### config.mk
export PLATFORM = sky130hd
export DESIGN_NAME = servo_channel_allocate_and_duty_unit_flat
export DESIGN_NICKNAME = d
export VERILOG_FILES = /design/src/scad_pkg.sv /design/src/scad_cmd_if.sv /design/src/scad_res_if.sv /design/src/servo_channel_allocate_and_duty_unit.sv /design/src/scad_chan.sv /design/src/scad_mul.sv /design/src/flat_wrapper.sv
export SDC_FILE = /design/constraint.sdc
export NUM_CORES = 1
export LEC_CHECK = 0
export BUFFER_PORTS_ARGS = -buffer_cell sky130_fd_sc_hd__buf_4
export CAP_MARGIN = 20
export CORE_MARGIN = 2
export CORE_UTILIZATION = 50
export CTS_CLUSTER_DIAMETER = 100
export DETAILED_ROUTE_END_ITERATION = 6
export PLACE_DENSITY_LB_ADDON = 0.08
export SLEW_MARGIN = 30
export SYNTH_ARGS = -nofsm -noshare
export SYNTH_HDL_FRONTEND = slang
export SYNTH_SLANG_ARGS = --single-unit
### constraint.sdc
create_clock -name clk -period 22.5 [get_ports clk]
set_clock_uncertainty 0.1 [all_clocks]
set_input_delay 0 -clock clk [delete_from_list [all_inputs] [get_ports clk]]
set_output_delay 0 -clock clk [all_outputs]
set_load 0.05 [all_outputs]
### src/scad_pkg.sv
// types and constants of the servo channel allocate and duty unit
package scad_pkg;

  localparam int PIN_W       = 6;
  localparam int ANGLE_W     = 10;
  localparam int STATUS_W    = 2;
  localparam int CHAN_W      = 3;
  localparam int DUTY_W      = 10;
  localparam int ANGLE_MAG_W = 8;
  localparam int PULSE_W     = 12;

  localparam int ANGLE_LIMIT = 180;
  localparam int PULSE_MIN   = 500;
  localparam int DUTY_MIN    = 204;

  // shared multiplier sizing
  localparam int MUL_A_W = 25;
  localparam int MUL_B_W = 26;
  localparam int PROD_W  = 51;

  // angle*2000/180 as angle*728200 >> 16, exact for angle up to 180
  localparam int ANGLE_RECIP = 728200;
  localparam int ANGLE_SHIFT = 16;
  localparam int DUTY_FULL   = 8191;
  // n/20000 as n*ceil(2^40/20000) >> 40, exact for n below 2^25
  localparam longint PERIOD_RECIP = 64'd54975582;
  localparam int PERIOD_SHIFT     = 40;

  typedef enum logic [STATUS_W-1:0] {
    STATUS_OK        = 2'd0,
    STATUS_RANGE     = 2'd1,
    STATUS_EXHAUSTED = 2'd2
  } status_t;

  typedef enum logic [1:0] {
    MUL_ANGLE  = 2'd0,
    MUL_FULL   = 2'd1,
    MUL_PERIOD = 2'd2
  } mul_op_t;

  typedef struct packed {
    logic                   en;
    mul_op_t                op;
    logic [ANGLE_MAG_W-1:0] angle;
  } mul_ctl_t;

  typedef struct packed {
    logic             start;
    logic [PIN_W-1:0] pin;
  } scan_req_t;

  typedef struct packed {
    logic done;
    logic found;
  } scan_rsp_t;

  typedef enum logic [5:0] {
    ST_IDLE       = 6'b000001,
    ST_SCAN       = 6'b000010,
    ST_MUL_ANGLE  = 6'b000100,
    ST_MUL_FULL   = 6'b001000,
    ST_MUL_PERIOD = 6'b010000,
    ST_DONE       = 6'b100000
  } state_t;

endpackage

### src/scad_cmd_if.sv
// command channel: pin and angle
interface scad_cmd_if;
  logic                                 valid;
  logic                                 ready;
  logic        [scad_pkg::PIN_W-1:0]    pin;
  logic signed [scad_pkg::ANGLE_W-1:0]  angle;

  modport source (output valid, output pin, output angle, input ready);
  modport sink (input valid, input pin, input angle, output ready);
endinterface

### src/scad_res_if.sv
// result channel: status, channel, duty and echoes
interface scad_res_if;
  logic                                 valid;
  logic                                 ready;
  logic        [scad_pkg::STATUS_W-1:0] status;
  logic        [scad_pkg::CHAN_W-1:0]   channel;
  logic        [scad_pkg::DUTY_W-1:0]   duty;
  logic        [scad_pkg::PIN_W-1:0]    pin_echo;
  logic signed [scad_pkg::ANGLE_W-1:0]  angle_echo;

  modport source (output valid, output status, output channel, output duty,
                  output pin_echo, output angle_echo, input ready);
  modport sink (input valid, input status, input channel, input duty,
                input pin_echo, input angle_echo, output ready);
endinterface

### src/servo_channel_allocate_and_duty_unit.sv
// top level of the servo channel allocate and duty unit
// Each command transfer carries a pin and a signed angle and yields exactly one
// result transfer. An angle outside 0..180 gives status 1 at once (the sequencer
// goes straight to its done state) and leaves the channel table alone. Otherwise the table
// is scanned one entry per cycle: the first busy channel bound to the same pin
// is reused, else the lowest free channel is taken and the pin stored there; a
// full table gives status 2. A good command then makes three passes through one
// shared multiplier (angle to pulse, pulse times 8191, divide by the 20000 us
// period by reciprocal) and the result is loaded into the output register.
// A good command goes through the channel scan and the three multiplier passes
// before its result is loaded, which waits until the output register is free.
// Only one command is in flight; the next is taken once the result is loaded,
// even while it still waits to be transferred. Bindings persist until reset,
// and an error result carries zero channel and duty.
module servo_channel_allocate_and_duty_unit #(
  parameter int NUM_CHANNELS = 8
) (
  input  logic       clk,
  input  logic       rst,
  scad_cmd_if.sink   cmd,
  scad_res_if.source res
);

  localparam int IDX_W = (NUM_CHANNELS > 1) ? $clog2(NUM_CHANNELS) : 1;

  scad_pkg::state_t                    state;
  scad_pkg::status_t                   status_q;
  logic        [scad_pkg::PIN_W-1:0]   pin_q;
  logic signed [scad_pkg::ANGLE_W-1:0] angle_q;
  logic        [scad_pkg::CHAN_W-1:0]  chan_q;
  logic                                ang_ok;
  logic                                load;

  // output register
  logic                                 res_valid;
  logic        [scad_pkg::STATUS_W-1:0] res_status;
  logic        [scad_pkg::CHAN_W-1:0]   res_channel;
  logic        [scad_pkg::DUTY_W-1:0]   res_duty;
  logic        [scad_pkg::PIN_W-1:0]    res_pin;
  logic signed [scad_pkg::ANGLE_W-1:0]  res_angle;

  scad_pkg::scan_req_t          scan_req;
  scad_pkg::scan_rsp_t          scan_rsp;
  logic [IDX_W-1:0]             scan_index;
  scad_pkg::mul_ctl_t           mul_ctl;
  logic [scad_pkg::PROD_W-1:0]  prod;

  // non-negative and no more than the limit
  assign ang_ok = !cmd.angle[scad_pkg::ANGLE_W-1]
               && (cmd.angle[scad_pkg::ANGLE_W-2:0]
                   <= (scad_pkg::ANGLE_W-1)'(scad_pkg::ANGLE_LIMIT));

  assign cmd.ready = (state == scad_pkg::ST_IDLE);

  // table lookup starts on the transfer itself
  assign scan_req.start = cmd.valid && cmd.ready && ang_ok;
  assign scan_req.pin   = cmd.pin;

  // multiplier sequencing follows the state
  always_comb begin
    mul_ctl.angle = angle_q[scad_pkg::ANGLE_MAG_W-1:0];
    mul_ctl.en    = 1'b1;
    case (state)
      scad_pkg::ST_MUL_ANGLE:  mul_ctl.op = scad_pkg::MUL_ANGLE;
      scad_pkg::ST_MUL_FULL:   mul_ctl.op = scad_pkg::MUL_FULL;
      scad_pkg::ST_MUL_PERIOD: mul_ctl.op = scad_pkg::MUL_PERIOD;
      default: begin
        mul_ctl.op = scad_pkg::MUL_ANGLE;
        mul_ctl.en = 1'b0;
      end
    endcase
  end

  // result leaves once the output register is free
  assign load = (state == scad_pkg::ST_DONE) && (!res_valid || res.ready);

  scad_chan #(
    .NUM_CHANNELS (NUM_CHANNELS),
    .IDX_W        (IDX_W)
  ) u_chan (
    .clk   (clk),
    .rst   (rst),
    .req   (scan_req),
    .rsp   (scan_rsp),
    .index (scan_index)
  );

  scad_mul u_mul (
    .clk  (clk),
    .ctl  (mul_ctl),
    .prod (prod)
  );

  // sequencer
  always_ff @(posedge clk) begin
    if (rst) begin
      state <= scad_pkg::ST_IDLE;
    end else begin
      case (state)
        scad_pkg::ST_IDLE: begin
          if (cmd.valid) begin
            pin_q   <= cmd.pin;
            angle_q <= cmd.angle;
            if (ang_ok) begin
              state <= scad_pkg::ST_SCAN;
            end else begin
              status_q <= scad_pkg::STATUS_RANGE;
              state    <= scad_pkg::ST_DONE;
            end
          end
        end
        scad_pkg::ST_SCAN: begin
          if (scan_rsp.done) begin
            if (scan_rsp.found) begin
              chan_q   <= scad_pkg::CHAN_W'(scan_index);
              status_q <= scad_pkg::STATUS_OK;
              state    <= scad_pkg::ST_MUL_ANGLE;
            end else begin
              status_q <= scad_pkg::STATUS_EXHAUSTED;
              state    <= scad_pkg::ST_DONE;
            end
          end
        end
        scad_pkg::ST_MUL_ANGLE:  state <= scad_pkg::ST_MUL_FULL;
        scad_pkg::ST_MUL_FULL:   state <= scad_pkg::ST_MUL_PERIOD;
        scad_pkg::ST_MUL_PERIOD: state <= scad_pkg::ST_DONE;
        scad_pkg::ST_DONE: begin
          if (load) begin
            state <= scad_pkg::ST_IDLE;
          end
        end
        default: state <= scad_pkg::ST_IDLE;
      endcase
    end
  end

  // output register and its valid
  always_ff @(posedge clk) begin
    if (rst) begin
      res_valid <= 1'b0;
    end else begin
      if (load) begin
        res_valid <= 1'b1;
      end else if (res_valid && res.ready) begin
        res_valid <= 1'b0;
      end
    end
  end

  always_ff @(posedge clk) begin
    if (load) begin
      res_status <= status_q;
      res_pin    <= pin_q;
      res_angle  <= angle_q;
      if (status_q == scad_pkg::STATUS_OK) begin
        res_channel <= chan_q;
        res_duty    <= scad_pkg::DUTY_W'(prod >> scad_pkg::PERIOD_SHIFT);
      end else begin
        res_channel <= '0;
        res_duty    <= '0;
      end
    end
  end

  assign res.valid      = res_valid;
  assign res.status     = res_status;
  assign res.channel    = res_channel;
  assign res.duty       = res_duty;
  assign res.pin_echo   = res_pin;
  assign res.angle_echo = res_angle;

endmodule

### src/scad_chan.sv
// channel table with one-entry-per-cycle lookup and allocation
module scad_chan #(
  parameter int NUM_CHANNELS = 8,
  parameter int IDX_W        = (NUM_CHANNELS > 1) ? $clog2(NUM_CHANNELS) : 1
) (
  input  logic                 clk,
  input  logic                 rst,
  input  scad_pkg::scan_req_t  req,
  output scad_pkg::scan_rsp_t  rsp,
  output logic [IDX_W-1:0]     index
);

  logic [NUM_CHANNELS-1:0]    busy;
  logic [scad_pkg::PIN_W-1:0] pins [NUM_CHANNELS];
  logic [scad_pkg::PIN_W-1:0] pin_q;
  logic [IDX_W-1:0]           idx;
  logic [IDX_W-1:0]           free_idx;
  logic [IDX_W-1:0]           alloc_idx;
  logic                       scanning;
  logic                       have_free;
  logic                       cur_busy;
  logic                       cur_match;
  logic                       last;
  logic                       alloc;

  assign cur_busy  = busy[idx];
  assign cur_match = cur_busy && (pins[idx] == pin_q);
  assign last      = (idx == IDX_W'(NUM_CHANNELS - 1));
  assign alloc_idx = have_free ? free_idx : idx;
  // end of table, no match, some entry free
  assign alloc     = scanning && !cur_match && last && (have_free || !cur_busy);

  always_ff @(posedge clk) begin
    if (rst) begin
      busy      <= '0;
      scanning  <= 1'b0;
      have_free <= 1'b0;
      rsp       <= '0;
    end else begin
      if (req.start) begin
        rsp.done  <= 1'b0;
        scanning  <= 1'b1;
        have_free <= 1'b0;
        idx       <= '0;
        pin_q     <= req.pin;
      end else if (scanning) begin
        if (cur_match) begin
          scanning  <= 1'b0;
          rsp.done  <= 1'b1;
          rsp.found <= 1'b1;
          index     <= idx;
        end else if (last) begin
          scanning  <= 1'b0;
          rsp.done  <= 1'b1;
          rsp.found <= alloc;
          index     <= alloc_idx;
          if (alloc) begin
            busy[alloc_idx] <= 1'b1;
          end
        end else begin
          rsp.done <= 1'b0;
          if (!cur_busy && !have_free) begin
            have_free <= 1'b1;
            free_idx  <= idx;
          end
          idx <= idx + IDX_W'(1);
        end
      end else begin
        rsp.done <= 1'b0;
      end
    end
  end

  // pin store, read only where busy is set
  always_ff @(posedge clk) begin
    if (alloc) begin
      pins[alloc_idx] <= pin_q;
    end
  end

endmodule

### src/scad_mul.sv
// shared multiplier with operand selection for the pulse and duty chain
module scad_mul (
  input  logic                          clk,
  input  scad_pkg::mul_ctl_t            ctl,
  output logic [scad_pkg::PROD_W-1:0]   prod
);

  logic [scad_pkg::MUL_A_W-1:0] a;
  logic [scad_pkg::MUL_B_W-1:0] b;
  logic [scad_pkg::PULSE_W-1:0] pulse;

  // pulse width in us from the previous product
  assign pulse = scad_pkg::PULSE_W'(scad_pkg::PULSE_MIN)
               + scad_pkg::PULSE_W'(prod >> scad_pkg::ANGLE_SHIFT);

  always_comb begin
    case (ctl.op)
      scad_pkg::MUL_ANGLE: begin
        a = scad_pkg::MUL_A_W'(ctl.angle);
        b = scad_pkg::MUL_B_W'(scad_pkg::ANGLE_RECIP);
      end
      scad_pkg::MUL_FULL: begin
        a = scad_pkg::MUL_A_W'(pulse);
        b = scad_pkg::MUL_B_W'(scad_pkg::DUTY_FULL);
      end
      scad_pkg::MUL_PERIOD: begin
        a = prod[scad_pkg::MUL_A_W-1:0];
        b = scad_pkg::MUL_B_W'(scad_pkg::PERIOD_RECIP);
      end
      default: begin
        a = '0;
        b = '0;
      end
    endcase
  end

  always_ff @(posedge clk) begin
    if (ctl.en) begin
      prod <= scad_pkg::PROD_W'(a) * scad_pkg::PROD_W'(b);
    end
  end

endmodule

### src/flat_wrapper.sv
// flat-port wrapper written by rule: the top's interface ports become plain ports
module servo_channel_allocate_and_duty_unit_flat 
#(
  parameter int NUM_CHANNELS = 8
)
  (clk, rst, cmd_valid, cmd_pin, cmd_angle, cmd_ready, res_valid, res_status, res_channel, res_duty, res_pin_echo, res_angle_echo, res_ready);
  scad_cmd_if cmd_i ();
  scad_res_if res_i ();
  input  logic clk;
  input  logic rst;
  input wire logic [$bits(cmd_i.valid)-1:0] cmd_valid;
  input wire logic [$bits(cmd_i.pin)-1:0] cmd_pin;
  input wire logic [$bits(cmd_i.angle)-1:0] cmd_angle;
  output wire logic [$bits(cmd_i.ready)-1:0] cmd_ready;
  output wire logic [$bits(res_i.valid)-1:0] res_valid;
  output wire logic [$bits(res_i.status)-1:0] res_status;
  output wire logic [$bits(res_i.channel)-1:0] res_channel;
  output wire logic [$bits(res_i.duty)-1:0] res_duty;
  output wire logic [$bits(res_i.pin_echo)-1:0] res_pin_echo;
  output wire logic [$bits(res_i.angle_echo)-1:0] res_angle_echo;
  input wire logic [$bits(res_i.ready)-1:0] res_ready;
  assign cmd_i.valid = cmd_valid;
  assign cmd_i.pin = cmd_pin;
  assign cmd_i.angle = cmd_angle;
  assign cmd_ready = cmd_i.ready;
  assign res_valid = res_i.valid;
  assign res_status = res_i.status;
  assign res_channel = res_i.channel;
  assign res_duty = res_i.duty;
  assign res_pin_echo = res_i.pin_echo;
  assign res_angle_echo = res_i.angle_echo;
  assign res_i.ready = res_ready;
  servo_channel_allocate_and_duty_unit #(.NUM_CHANNELS(NUM_CHANNELS)) u_core (.clk(clk), .rst(rst), .cmd(cmd_i), .res(res_i));
endmodule
== Word level (Yosys, flattened, before mapping) ==
Memories as Yosys holds them, arrays and structs flattened. A register that Yosys moved wholly into a read port is not among the register bits.
Cells that the tools add are included.

* Flip-flop bits (word level): 136
* Bits in writable memories: 48
* Bits of input ports: 20
* Output and inout bits: 33
* Logic and storage cells: 127
* Memories kept: 1

{| class="wikitable"
|+ Memories
! name !! words !! bits a word !! read ports !! clocked after Yosys merged registers in !! wr ports !! line !! RTL
|-
| u_core.u_chan.pins || 8 || 6 || 1 || 1 || 1 || scad_chan.sv:14 || <nowiki>logic [scad_pkg::PIN_W-1:0] pins [NUM_CHANNELS];</nowiki>
|}

* $add $sub $neg: 2
* Multiply operators: 1
* Magnitude comparators: 4
* Equal/unequal tests: 16
* Multiplexer cells: 38
* Bitwise logic cells: 6
* Reductions and logical operators: 38

{| class="wikitable"
|+ Operator list
! kind !! count
|-
| $pmux W26 S3 || 1
|-
| $pmux W25 S3 || 1
|-
| $mul A25 B26 Y50 || 1
|-
| $pmux W6 S6 || 1
|-
| $mux W6 || 5
|-
| $mux W3 || 8
|-
| $reduce_and A4 Y1 || 4
|-
| $mux W1 || 13
|-
| $add A9 B12 Y12 const A || 1
|-
| $logic_and A1 B1 Y1 || 11
|-
| $mux W2 || 5
|-
| $reduce_and A5 Y1 || 2
|-
| $le A9 B8 Y1 const B || 1
|-
| $reduce_and A3 Y1 || 3
|-
| $lt A3 B4 Y1 const B || 2
|-
| $or A8 B8 Y8 || 1
|-
| $pmux W2 S2 || 2
|-
| $reduce_bool A2 Y1 || 4
|-
| $eq A6 B1 Y1 const B || 1
|-
| $eq A6 B2 Y1 const B || 1
|-
| $eq A6 B3 Y1 const B || 1
|-
| $eq A6 B4 Y1 const B || 1
|-
| $eq A6 B5 Y1 const B || 1
|-
| $eq A6 B6 Y1 || 1
|-
| other kinds (18) || 33
|}

== Depth between registers and ports, before layout ==
Gate-level depths: netlist of the first run.

* Word-level depth: 9
* Gate-level depth with buffers: 35
* Depth with buffers taken out: 31

== Cells and area by module ==
A second synthesis of the first run with hierarchy kept.

* Cells, all modules: 2380
* Area total of the unflattened synthesis: 25171.6 µm²

{| class="wikitable"
|+ By module, submodules not included
! module !! times used !! cells an instance !! area an instance (µm²) !! sequential area each (µm²)
|-
| scad_mul || 1 || 2051 || 19835.3 || 1531.5
|-
| scad_chan || 1 || 193 || 3166.8 || 2192.1
|-
| servo_channel_allocate_and_duty_unit || 1 || 136 || 2169.6 || 1701.6
|}

== Worst setup path after synthesis of the first run ==
No wires, ideal clock.

* Path type: register to register
* From: register u_core.state[5]
* To: register u_core.u_mul.prod[47] (netlist bit) (data pin)
* Library setup time: 0.274 ns
* Arrival time: 8.243 ns
* Required time: 22.126 ns
* Slack: 13.883 ns
* Cell stages (with the launch flop): 32
* Path buffers: 3
* Clock period less this slack: 8.617 ns
* Cells stage by stage: dfxtp_1 > nor4_1 > nand3b_1 > inv_1 > clkbuf_1 > ha_1 > clkbuf_1 > clkbuf_1 > a222oi_1 > nor2_1 > nand2_1 > fa_1 > inv_1 > fa_1 > inv_1 > fa_1 > fa_1 > inv_1 > fa_1 > fa_1 > inv_1 > fa_1 > inv_1 > ha_1 > a21oi_1 > o211ai_1 > and4b_1 > nand3_1 > a31oi_1 > o31ai_1 > a2111oi_0 > a211oi_1

* Longest elaborated chain between the ends: 5
* Elaborated cells between the ends (all ways): 9
* Classes of those cells: 1 x mul; 4 x eq/ne; 3 x mux; 1 x reduce/logical

{| class="wikitable"
|+ RTL lines
! item !! line !! RTL
|-
| start: declaration || servo_channel_allocate_and_duty_unit.sv:26 || <nowiki>scad_pkg::state_t state;</nowiki>
|-
| start signal: assignment || servo_channel_allocate_and_duty_unit.sv:97 || <nowiki>state <= scad_pkg::ST_IDLE;</nowiki>
|-
| start signal: assignment || servo_channel_allocate_and_duty_unit.sv:105 || <nowiki>state <= scad_pkg::ST_SCAN;</nowiki>
|-
| start signal: assignment || servo_channel_allocate_and_duty_unit.sv:108 || <nowiki>state <= scad_pkg::ST_DONE;</nowiki>
|-
| $eq A6 B5 Y1 / $eq A6 B4 Y1 (equally long branches) || servo_channel_allocate_and_duty_unit.sv:63 || <nowiki>case (state)</nowiki>
|-
| $pmux W2 S2 (*) || servo_channel_allocate_and_duty_unit.sv:63 ||
|-
| $eq A2 B2 Y1, or another cell as far along || scad_mul.sv:17 || <nowiki>case (ctl.op)</nowiki>
|-
| $pmux W25 S3 / $pmux W26 S3 (equally long branches) || scad_mul.sv:17 ||
|-
| $mul A25 B26 Y50 (*) || scad_mul.sv:39 || <nowiki>prod <= scad_pkg::PROD_W'(a) * scad_pkg::PROD_W'(b);</nowiki>
|-
| end signal: assignment || scad_mul.sv:39 ||
|-
| end: declaration || scad_mul.sv:5 || <nowiki>output logic [scad_pkg::PROD_W-1:0] prod</nowiki>
|}

Mark *: on every way between the ends. The rest lies on a longest branch, timed or not.
A chain may end at the register's enable or synchronous reset.

== Worst setup path after layout of the first run ==
* From: register u_core.state[5]
* To: register u_core.u_mul.prod[46] (netlist bit) (data pin)

The elaborated chain is that of the path after synthesis.

==> results.md, run 1 <==
* Worst R2R Start: u_core.state[5]
* Clk slew on worst S/H paths at 0.07 ns
* Hpwl dp at 53200 um
* Global-route wire length before repair at 96400 um
* Sink Count at 175
* Min-delay worst type: in2reg
* Critical path required time at 22.58 ns
* Fin crit period at 10.85 ns
* Worst-skew pair later-pin latency at 0.44 ns
* Warnings, synthesis at 0
* Die area at 49700 um^2
* Crit-path max cell delay at 0.69 ns
* # setup viols final at 0
* Worst EP arrival at 10.93 ns
* CTS Buf Count at 17
* Critical path endpoint: u_core.u_mul.prod[46]
* Power per cell area at 36.6 nW/um^2
* Status: completed
* Drt wl/cell at 21.0 um
* Yosys top cell by area: fa_1
* Rows at 80
* Sequential area share after synthesis at 21.0%
* Slowest-stage cell, CP: o21ai_2
* Vias in the first global route at 16500
* Grt ovf at 0
* Inst Count DP at 2882
* RD Place Congestion at 0.946
* DRT Pass-1 Iters at 6
* PortBufs at 52
* Largest net degree at the start of global routing at 44
* RSZ-0062 raised after global routing: false
* Sum Neg Setup Slack at 0 ns
* Iteration-0 DRC Markers at 959
* Post-Syn Nets at 2976
* Initial antenna violation count at 1
* CTS H-Tree Depth at 4
* CP Launch Point: u_core.state[5]
* Async SR Flop Fraction at 0%
* Peak VDD IR at 0.0511 mV
* CP most frequent cell: fa_1
* GRT Total Usage at 26.1%
* Post-route DRC violation count at 0
* Critical path class: reg2reg
* Antenna viol nets, final at 0
* CTS tree: done
* # IOs at 53
* Vias per cell at 5.16
* Final WL at 61600 um
* FMAX at 92.1 MHz
* Chip Width at 223 um
* CTS root buf: clkbuf_16
* Max Fanout on Critical Path at 34
* Area Growth Syn to Fin at 8.00%
* Nets at 3034
* Prevailing post-synth register cell: edfxtp_1
* Worst setup SP type: flip-flop
* Routed via count at 15100
* Final Slew Violations at 0
* Non-filler cells in the finished layout at 2933
* Final Hold Vio Count at 0
* #FFs+latches synth at 175
* Avg Cell Area, Syn at 10.7 um^2
* Post-synth EDFFs at 153
* Relative slew slack at 36.3%
* Leakage at 13.5 nW
* Unique masters post-synth at 73
* Syn Std Cell Area at 24000 um^2
* Mapped Cells at 2248
* Max Cap Viol at 0
* Layout cells sized above 1 at 6.00%
* Post-CTS sizing at 0
* Crit Reg-Reg Endpoint: u_core.u_mul.prod[46]
* CP endpoint kind: flip-flop
* R2R depth at 30
* N_diodes at 0
* Yosys top cell area share at 37.6%
* Clk buf depth at 2
* Final worst-path cycle share at 48.2%
* Die height at 223 um
* Top cells by area, synth: fa_1 38%, edfxtp_1 19%, ha_1 13%
* Reg2reg setup slack at 11.65 ns
* Core Region at 47500 um^2
* Worst slew pin tran at 0.956 ns
* Initial core utilization at 50.4%
metal layers:
layer	GRT usage, %	routed length [um]	vias up
met3	4.10	3580	71
met5	0	0	-
met2	41.6	28200	437
met1	37.7	28400	7669
li1	-	-	6970
met4	6.67	1390	0
Yosys cell counts, types with 5 or more instances:
library cell,n
nand3_1,25
ha_1,258
mux4_2,12
nand2b_1,19
and3_1,19
nand3b_1,6
edfxtp_1,153
or2_2,10
fa_1,450
nand2_1,119
and2_1,44
a211oi_1,8
clkbuf_1,38
dfxtp_1,22
nor2b_1,7
a222oi_1,8
o22ai_1,9
xnor2_1,27
o211ai_1,5
xor2_1,21
nor3_1,10
nor2_1,76
o21ai_0,18
a21o_1,26
mux2i_1,9
o21ai_1,7
a21oi_1,50
nand4_1,11
inv_1,712
o21bai_1,5
a31oi_1,6
sequential cells by signal (all words and copies together), names as in the netlist, 3 cells and up, named ones only:
name,flops
u_core.angle_q,10
u_core.chan_q,3
u_core.pin_q,6
u_core.res.angle_echo,10
u_core.res.channel,3
u_core.res.duty,10
u_core.res.pin_echo,6
u_core.state,6
u_core.u_chan.busy,8
u_core.u_chan.free_idx,3
u_core.u_chan.idx,3
u_core.u_chan.index,3
u_core.u_chan.pin_q,6
u_core.u_chan.pins,48
u_core.u_mul.prod,38
area by class of cell:
class                   count  area, um^2
fillers                  4206       21700
multi-input cells        1318       16100
flip-flops and latches    175        5030
inverters                 712        2670
well taps                 615         769
repair buffers             82         666
clock buffers              17         425
clock inverters            14         194
how the worst min path moves through the flow:
stage	start	end	slack, ns	cells after the start
after floorplan	cmd_angle[0]	u_core.angle_q[0]	-0.001	0
after global placement	cmd_pin[3]	u_core.u_chan.pin_q[3]	0.09	1
after detailed placement	cmd_angle[0]	u_core.angle_q[0]	0.09	1
after CTS	cmd_pin[5]	u_core.u_chan.pin_q[5]	0.15	2
after global routing	cmd_pin[1]	u_core.u_chan.pin_q[1]	0.18	2
final	cmd_pin[3]	u_core.u_chan.pin_q[3]	0.19	2
cells in the final DEF, fill, tap and decap left out, types with 5 or more instances in the layout:
cell	instances
inv_1	712
fa_1	450
ha_1	258
edfxtp_1	153
nand2_1	119
nor2_1	74
buf_4	62
a21oi_1	50
and2_1	44
xnor2_1	27
a21o_1	26
nand3_1	24
dfxtp_1	22
xor2_1	21
dlygate4sd3_1	20
nand2b_1	19
and3_1	19
o21ai_0	18
clkbuf_16	17
mux4_2	12
nand4_1	11
nor3_1	10
or2_2	10
o22ai_1	9
mux2i_1	9
a222oi_1	8
a211oi_1	8
nand3b_1	6
a31oi_1	6
o21bai_1	5
o211ai_1	5
nor2b_1	5
critical path, delay by kind of cell (launching register included):
family | cells | cell delay, ns
AOI/OAI and AO/OA | 8 | 2.69
xor gates and xnor gates | 1 | 0.11
adders and majority gates | 9 | 4.19
buffers and inverters | 8 | 1.90
DFF | 1 | 0.33
and+or+nand+nor | 4 | 1.25
what timing repair did:
action,in CTS,in global routing
hold endpoints to repair,42,0
hold buffers,20,0
setup buffers,0,0
power by group:
group	switching (mW)	internal [mW]
combinational	0.164	0.107
clock	0.138	0.169
sequential	0.00418	0.364
total	0.307	0.640
metrics by stage:
step | total power [mW] | cell area [um^2] | setup WS, ns | util, % | hold WS, ns
2_1_floorplan | 0.566 | 24000 | 13.88 | - | -0.00113
3_3_place_gp | 0.641 | 25000 | 11.38 | 52.6 | 0.0895
3_5_place_dp | 0.643 | 25000 | 11.61 | 52.7 | 0.0902
4_1_cts | 0.954 | 25900 | 11.56 | 54.4 | 0.153
5_1_grt | 0.999 | 25900 | 11.31 | 54.4 | 0.178
6_report | 0.947 | 25900 | 11.65 | 54.4 | 0.185
logic make-up (layout without fill, tap and decap cells):
family                   Yosys count  after routing  share of synthesized area, %
buffers and inverters            755            825                          11.9
adder cells (fa/ha/maj)          708            708                          51.1
AND/OR/NAND/NOR                  366            366                          7.62
flip-flops                       175            175                          21.0
AO/OA/AOI/OAI                    169            169                          4.70
XOR/XNOR                          48             48                          1.76
multiplexers                      27             27                          1.92
Note: power is estimated with default switching activity, not from simulation.
==> run 2: changes to the inputs <==
Clock period 22.5 ns to 10.1 ns, I/O delays scaled along.
==> run 2 against run 1 <==
  * Clock power rose by 120%
  * Routed wire length down 2.3%
  * Register-to-register slack worse by 11 ns
  * Critical path depth stayed put
  * Final cell count increased by 0.89%
  * Global-route usage is 0.41 points lower
  * Core utilization is 0.41 points higher
  * Power grew 120%
  * Worst hold slack lost 0.0026 ns
  * Sequential share of layout area decreased by 0.14 points
  * Flip-flop and latch count stayed put
  * Critical endpoint is now u_core.u_mul.prod[47]
==> results.md, run 2 (synthesis gave the netlist of run 1 again) <==
* Initial core utilization at 50.4% (unchanged)
* Fin worst setup slack at 0.528 ns (was 11.65 ns)
* Inst Count DP at 2907 (was 2882)
* Final Hold Vio Count at 0 (unchanged)
* Worst path bufs/invs at 8 (unchanged)
* Sink Count at 175 (unchanged)
* Postcts setup bufs at 0 (unchanged)
* Max FFs per register at 48 (unchanged)
* Rows at 80 (unchanged)
* Final Slew Violations at 0 (unchanged)
* Final worst-path cycle share at 94.8% (was 48.2%)
* Status: completed (unchanged)
* N_diodes at 0 (unchanged)
* Max Cap Viol at 0 (unchanged)
* RD Place Congestion at 0.993 (was 0.946)
* Global-route wire length before repair at 95000 um (was 96400 um)
* Iteration-0 DRC Markers at 985 (was 959)
* # setup viols final at 0 (unchanged)
* Vias in the first global route at 16700 (was 16500)
* Die height at 223 um (unchanged)
* Relative slew slack at 34.6% (was 36.3%)
* Min-delay worst type: in2reg (unchanged)
* Leakage at 13.6 nW (was 13.5 nW)
* RSZ-0062 raised after global routing: false (unchanged)
* Clk buf depth at 2 (unchanged)
* GRT Total Usage at 25.7% (was 26.1%)
* Initial antenna violation count at 0 (was 1)
* Peak VDD IR at 0.118 mV (was 0.0511 mV)
* Worst EP arrival at 9.65 ns (was 10.93 ns)
* Power per cell area at 80.3 nW/um^2 (was 36.6 nW/um^2)
* Vias per cell at 5.19 (was 5.16)
* Sum Neg Setup Slack at 0 ns (unchanged)
* Clk slew on worst S/H paths at 0.08 ns (was 0.07 ns)
* Area Growth Syn to Fin at 8.81% (was 8.00%)
* Worst path top cell family by delay: adder cells (unchanged)
* Largest net degree at the start of global routing at 44 (unchanged)
* Final core utilization at 54.8% (was 54.4%)
* Core Region at 47500 um^2 (unchanged)
* Critical path class: reg2reg (unchanged)
* Antenna viol nets, final at 0 (unchanged)
* Tot Pwr at 2.09 mW (was 947 uW)
* Grt ovf at 0 (unchanged)
* Drt wl/cell at 20.3 um (was 21.0 um)
* Top Registers: u_core.u_chan.pins (48), u_core.u_mul.prod (38) (unchanged)
* Fin crit period at 9.57 ns (was 10.85 ns)
* Layout cells sized above 1 at 6.95% (was 6.00%)
* Die area at 49700 um^2 (unchanged)
* # IOs at 53 (unchanged)
* Chip Width at 223 um (unchanged)
* Hpwl dp at 52500 um (was 53200 um)
* Slowest-stage cell, CP: fa_1 (was o21ai_2)
* Non-filler cells in the finished layout at 2959 (was 2933)
* PortBufs at 52 (unchanged)
* CP endpoint kind: flip-flop (unchanged)
* CTS tree: done (unchanged)
* Crit-path max cell delay at 0.55 ns (was 0.69 ns)
* Worst-skew pair later-pin latency at 0.44 ns (about the same)
* Commonest non-fill, non-tap cell in the layout: inv_1 (unchanged)
* Worst slew pin tran at 0.981 ns (was 0.956 ns)
* CTS root buf: clkbuf_16 (unchanged)
* Routed via count at 15400 (was 15100)
* Final WL at 60200 um (was 61600 um)
* Top reg by flops: u_core.u_chan.pins (unchanged)
* Max Fanout on Critical Path at 43 (was 34)
* Nets at 3059 (was 3034)
* DRT Pass-1 Iters at 5 (was 6)
* Post-route DRC violation count at 0 (unchanged)
* CTS H-Tree Depth at 4 (unchanged)
* CP most frequent cell: fa_1 (unchanged)
* CTS Buf Count at 17 (unchanged)
* Worst setup SP type: flip-flop (unchanged)
* Most frequent cells in the layout: 712 x inv_1, 450 x fa_1, 257 x ha_1 (was 712 x inv_1, 450 x fa_1, 258 x ha_1)
* Place WS at 0.353 ns (was 11.61 ns)
* FMAX at 104 MHz (was 92.1 MHz)
* Critical path required time at 10.18 ns (was 22.58 ns)
## run 2: metal layers
layer	vias to the layer above	track usage (%)	routed length (um)
met1	7747	35.6	26800
met3	98	4.93	4010
met5	-	0	0
met4	0	8.01	1850
met2	492	41.2	27500
li1	7032	-	-
## run 2: worst paths after layout
path | startpoint | end | slack, ns | depth (start not counted)
setup reg to reg | u_core.state[5] | u_core.u_mul.prod[47] | 0.53 | 30
hold reg to reg | u_core.pin_q[5] | u_core.res.pin_echo[5] | 0.32 | 0
setup / recovery | u_core.state[5] | u_core.u_mul.prod[47] | 0.53 | 30
hold / removal | cmd_angle[7] | u_core.angle_q[7] | 0.18 | 2
## run 2: metrics by stage
| stage | instance area [um^2] | hold WS, ns |
|---|---|---|
| 4_1_cts | 26100 | 0.165 |
| 5_1_grt | 26100 | 0.175 |
| 2_1_floorplan | 24000 | -0.00113 |
| 3_5_place_dp | 25200 | 0.0874 |
| 6_report | 26100 | 0.183 |
| 3_3_place_gp | 25200 | 0.0900 |
## run 2: where the power goes
part / switching (mW) / total, mW / internal [mW]
combinational: 0.358 / 0.594 / 0.236
sequential: 0.00887 / 0.819 / 0.810
clock: 0.337 / 0.681 / 0.344
## run 2: layout make-up
| type | count | area, um^2 |
|---|---|---|
| inverters | 712 | 2670 |
| multi-input cells | 1318 | 16100 |
| clock inverters | 15 | 200 |
| well taps | 615 | 769 |
| flip-flops and latches | 175 | 5030 |
| repair buffers | 107 | 853 |
| fillers | 4172 | 21500 |
| clock buffers | 17 | 425 |
## run 2: what timing repair did
item	in CTS	in global routing
hold buffers	20	0
gates resized for setup	0	2
endpoints found under the hold margin	42	0
endpoints found under the setup margin	0	4
==> run 3: changes to the inputs <==
Settings changed: REMOVE_ABC_BUFFERS set to 1.
==> run 3 against run 2 <==
  * Die area is the same
  * Largest cell class unchanged
  * Global-route usage grew 1.1 points
  * Sequential power is essentially flat
  * Clock-buffer cell count grew 1
  * Non-clock buffer count shrank 5
  * Worst setup slack lost 0.058 ns
  * Critical path depth shrank 1
  * Routed wire length grew 2.1%
==> results.md, run 3 (synthesis gave the netlist of run 1 again) <==
* Largest net degree at the start of global routing at 36 (was 44)
* Iteration-0 DRC Markers at 1024 (was 985)
* Clock power frac at 33.6% (was 32.5%)
* Internal at 1.45 mW (was 1.39 mW)
* CTS H-Tree Depth at 4 (unchanged)
* Worst path top cell family by delay: adder cells (unchanged)
* Hold Slack at 0.161 ns (was 0.183 ns)
* Relative slew slack at 36.2% (was 34.6%)
* Grt ovf at 0 (unchanged)
* Layout cells sized above 1 at 6.58% (was 6.95%)
* Top reg by flops: u_core.u_chan.pins (unchanged)
* Logic pwr share at 28.0% (was 28.4%)
* WP depth at 29 (was 30)
* CTS root buf: clkbuf_16 (unchanged)
* CTS Buf Count at 17 (unchanged)
* Max Cap Viol at 0 (unchanged)
* Worst setup SP type: flip-flop (unchanged)
* Final Slew Violations at 0 (unchanged)
* # IOs at 53 (unchanged)
* Worst slew pin tran at 0.954 ns (was 0.981 ns)
* Non-filler cells in the finished layout at 2955 (was 2959)
* Max FFs per register at 48 (unchanged)
* Post-route DRC violation count at 0 (unchanged)
* Power per cell area at 82.1 nW/um^2 (was 80.3 nW/um^2)
* Nets at 3054 (was 3059)
* Inst Count DP at 2903 (was 2907)
* Critical path class: reg2reg (unchanged)
* Met2 usage at 40.5% (was 41.2%)
* Design area at 26000 um^2 (was 26100 um^2)
* Fin worst setup slack at 0.470 ns (was 0.528 ns)
* NetSw at 690 uW (was 704 uW)
* R2R depth at 29 (was 30)
* Reg2reg setup slack at 0.47 ns (was 0.53 ns)
* Max Fanout on Critical Path at 15 (was 43)
* Final core utilization at 54.7% (was 54.8%)
* Global-route wire length before repair at 98200 um (was 95000 um)
* Drt wl/cell at 20.8 um (was 20.3 um)
* Min-delay worst type: in2reg (unchanged)
* Core Region at 47500 um^2 (unchanged)
* Fin crit period at 9.63 ns (was 9.57 ns)
* Slowest-stage cell, CP: nor2_1 (was fa_1)
* Switch share at 32.3% (was 33.6%)
* FMAX at 104 MHz (about the same)
* RSZ-0062 raised after global routing: false (unchanged)
* Tot Pwr at 2.14 mW (was 2.09 mW)
* Worst R2R Start: u_core.state[5] (unchanged)
* Clk buf depth at 2 (unchanged)
* Final WL at 61400 um (was 60200 um)
* CTS tree: done (unchanged)
* Worst EP arrival at 9.74 ns (was 9.65 ns)
* Antenna viol nets, final at 0 (unchanged)
* Commonest non-fill, non-tap cell in the layout: inv_1 (unchanged)
* Die area at 49700 um^2 (unchanged)
* Initial core utilization at 50.4% (unchanged)
* Leakage at 13.6 nW (about the same)
* GRT Total Usage at 26.8% (was 25.7%)
* GR peak layer: met2 (unchanged)
* Hold path depth at 2 (unchanged)
* CP endpoint kind: flip-flop (unchanged)
* Crit-path max cell delay at 0.72 ns (was 0.55 ns)
* Clk slew on worst S/H paths at 0.07 ns (was 0.08 ns)
* Vias in the first global route at 16800 (was 16700)
* Final Hold Vio Count at 0 (unchanged)
* Grt met1 use at 38.6% (was 35.6%)
* Peak VDD IR at 0.0821 mV (was 0.118 mV)
* Hold Path Origin: cmd_angle[3] (was cmd_angle[7])
* Status: completed (unchanged)
* RD Place Congestion at 0.973 (was 0.993)
* Worst path bufs/invs at 8 (unchanged)
* Routed via count at 15200 (was 15400)
* Chip Width at 223 um (unchanged)
* Sink Count at 175 (unchanged)
* Final worst-path cycle share at 95.4% (was 94.8%)
* GR Util met3 at 7.30% (was 4.93%)
* Reg power frac at 38.3% (was 39.1%)
* Die height at 223 um (unchanged)
* Most frequent cells in the layout: 712 x inv_1, 450 x fa_1, 258 x ha_1 (was 712 x inv_1, 450 x fa_1, 257 x ha_1)
* Worst-skew pair later-pin latency at 0.48 ns (was 0.44 ns)
* Sum Neg Setup Slack at 0 ns (unchanged)
* DRT Pass-1 Iters at 6 (was 5)
* Place WS at 0.594 ns (was 0.353 ns)
* Top Registers: u_core.u_chan.pins (48), u_core.u_mul.prod (38) (unchanged)
* Rows at 80 (unchanged)
* Critical path required time at 10.21 ns (was 10.18 ns)
* Vias per cell at 5.16 (was 5.19)
* PortBufs at 52 (unchanged)
* Area Growth Syn to Fin at 8.64% (was 8.81%)
* Area after DPL at 25200 um^2 (about the same)
* Initial antenna violation count at 0 (unchanged)
* Postcts setup bufs at 0 (unchanged)
* Hpwl dp at 53400 um (was 52500 um)
* Hold EP: u_core.angle_q[3] (was u_core.angle_q[7])
* Crit Reg-Reg Endpoint: u_core.u_mul.prod[47] (unchanged)
* # setup viols final at 0 (unchanged)
-- run 3: final cells by class --
type                    count  area (um^2)
fillers                  4242        21500
repair buffers            102          833
clock buffers              18          429
flip-flops and latches    175         5030
multi-input cells        1318        16100
clock inverters            14          198
well taps                 615          769
inverters                 712         2670
diodes                      1         2.50
-- run 3: how the worst max path moves through the flow --
stage	startpoint	endpoint
after floorplan	u_core.state[1]	u_core.u_mul.prod[47]
after global placement	u_core.state[5]	u_core.u_mul.prod[46]
after detailed placement	u_core.state[5]	u_core.u_mul.prod[47]
after CTS	u_core.state[5]	u_core.u_mul.prod[47]
after global routing	u_core.state[5]	u_core.u_mul.prod[48]
final	u_core.state[5]	u_core.u_mul.prod[47]
-- run 3: power groups by stage --
stage	Clock, mW	Sequential [mW]	Combinational, mW
after floorplan	0	0.837	0.419
after global placement	0	0.835	0.582
after detailed placement	0	0.836	0.586
after CTS	0.737	0.819	0.599
after global routing	0.766	0.821	0.679
final	0.719	0.819	0.599
-- run 3: repair_timing --
action                                  4_1_cts  5_1_grt
endpoints found under the setup margin        0        0
hold endpoints to repair                     42        0
hold buffers                                 19        0
gates resized for setup                       0        0
-- run 3: worst register-to-register path, delay by kind of cell, from the launching register on --
family                     cells  cell delay, ns
DFF                            1            0.33
adders and majority gates      9            4.45
AOI/OAI and AO/OA              7            1.71
and+or+nand+nor                5            1.83
buffers and inverters          8            0.96
-- run 3: layer usage --
layer / share of wire (%) / wire length (um) / up-vias
met5: 0 / 0 / -
met1: 46 / 28200 / 7775
met4: 2.2 / 1340 / 0
met3: 7.1 / 4380 / 61
met2: 45 / 27500 / 386
li1: - / - / 7026
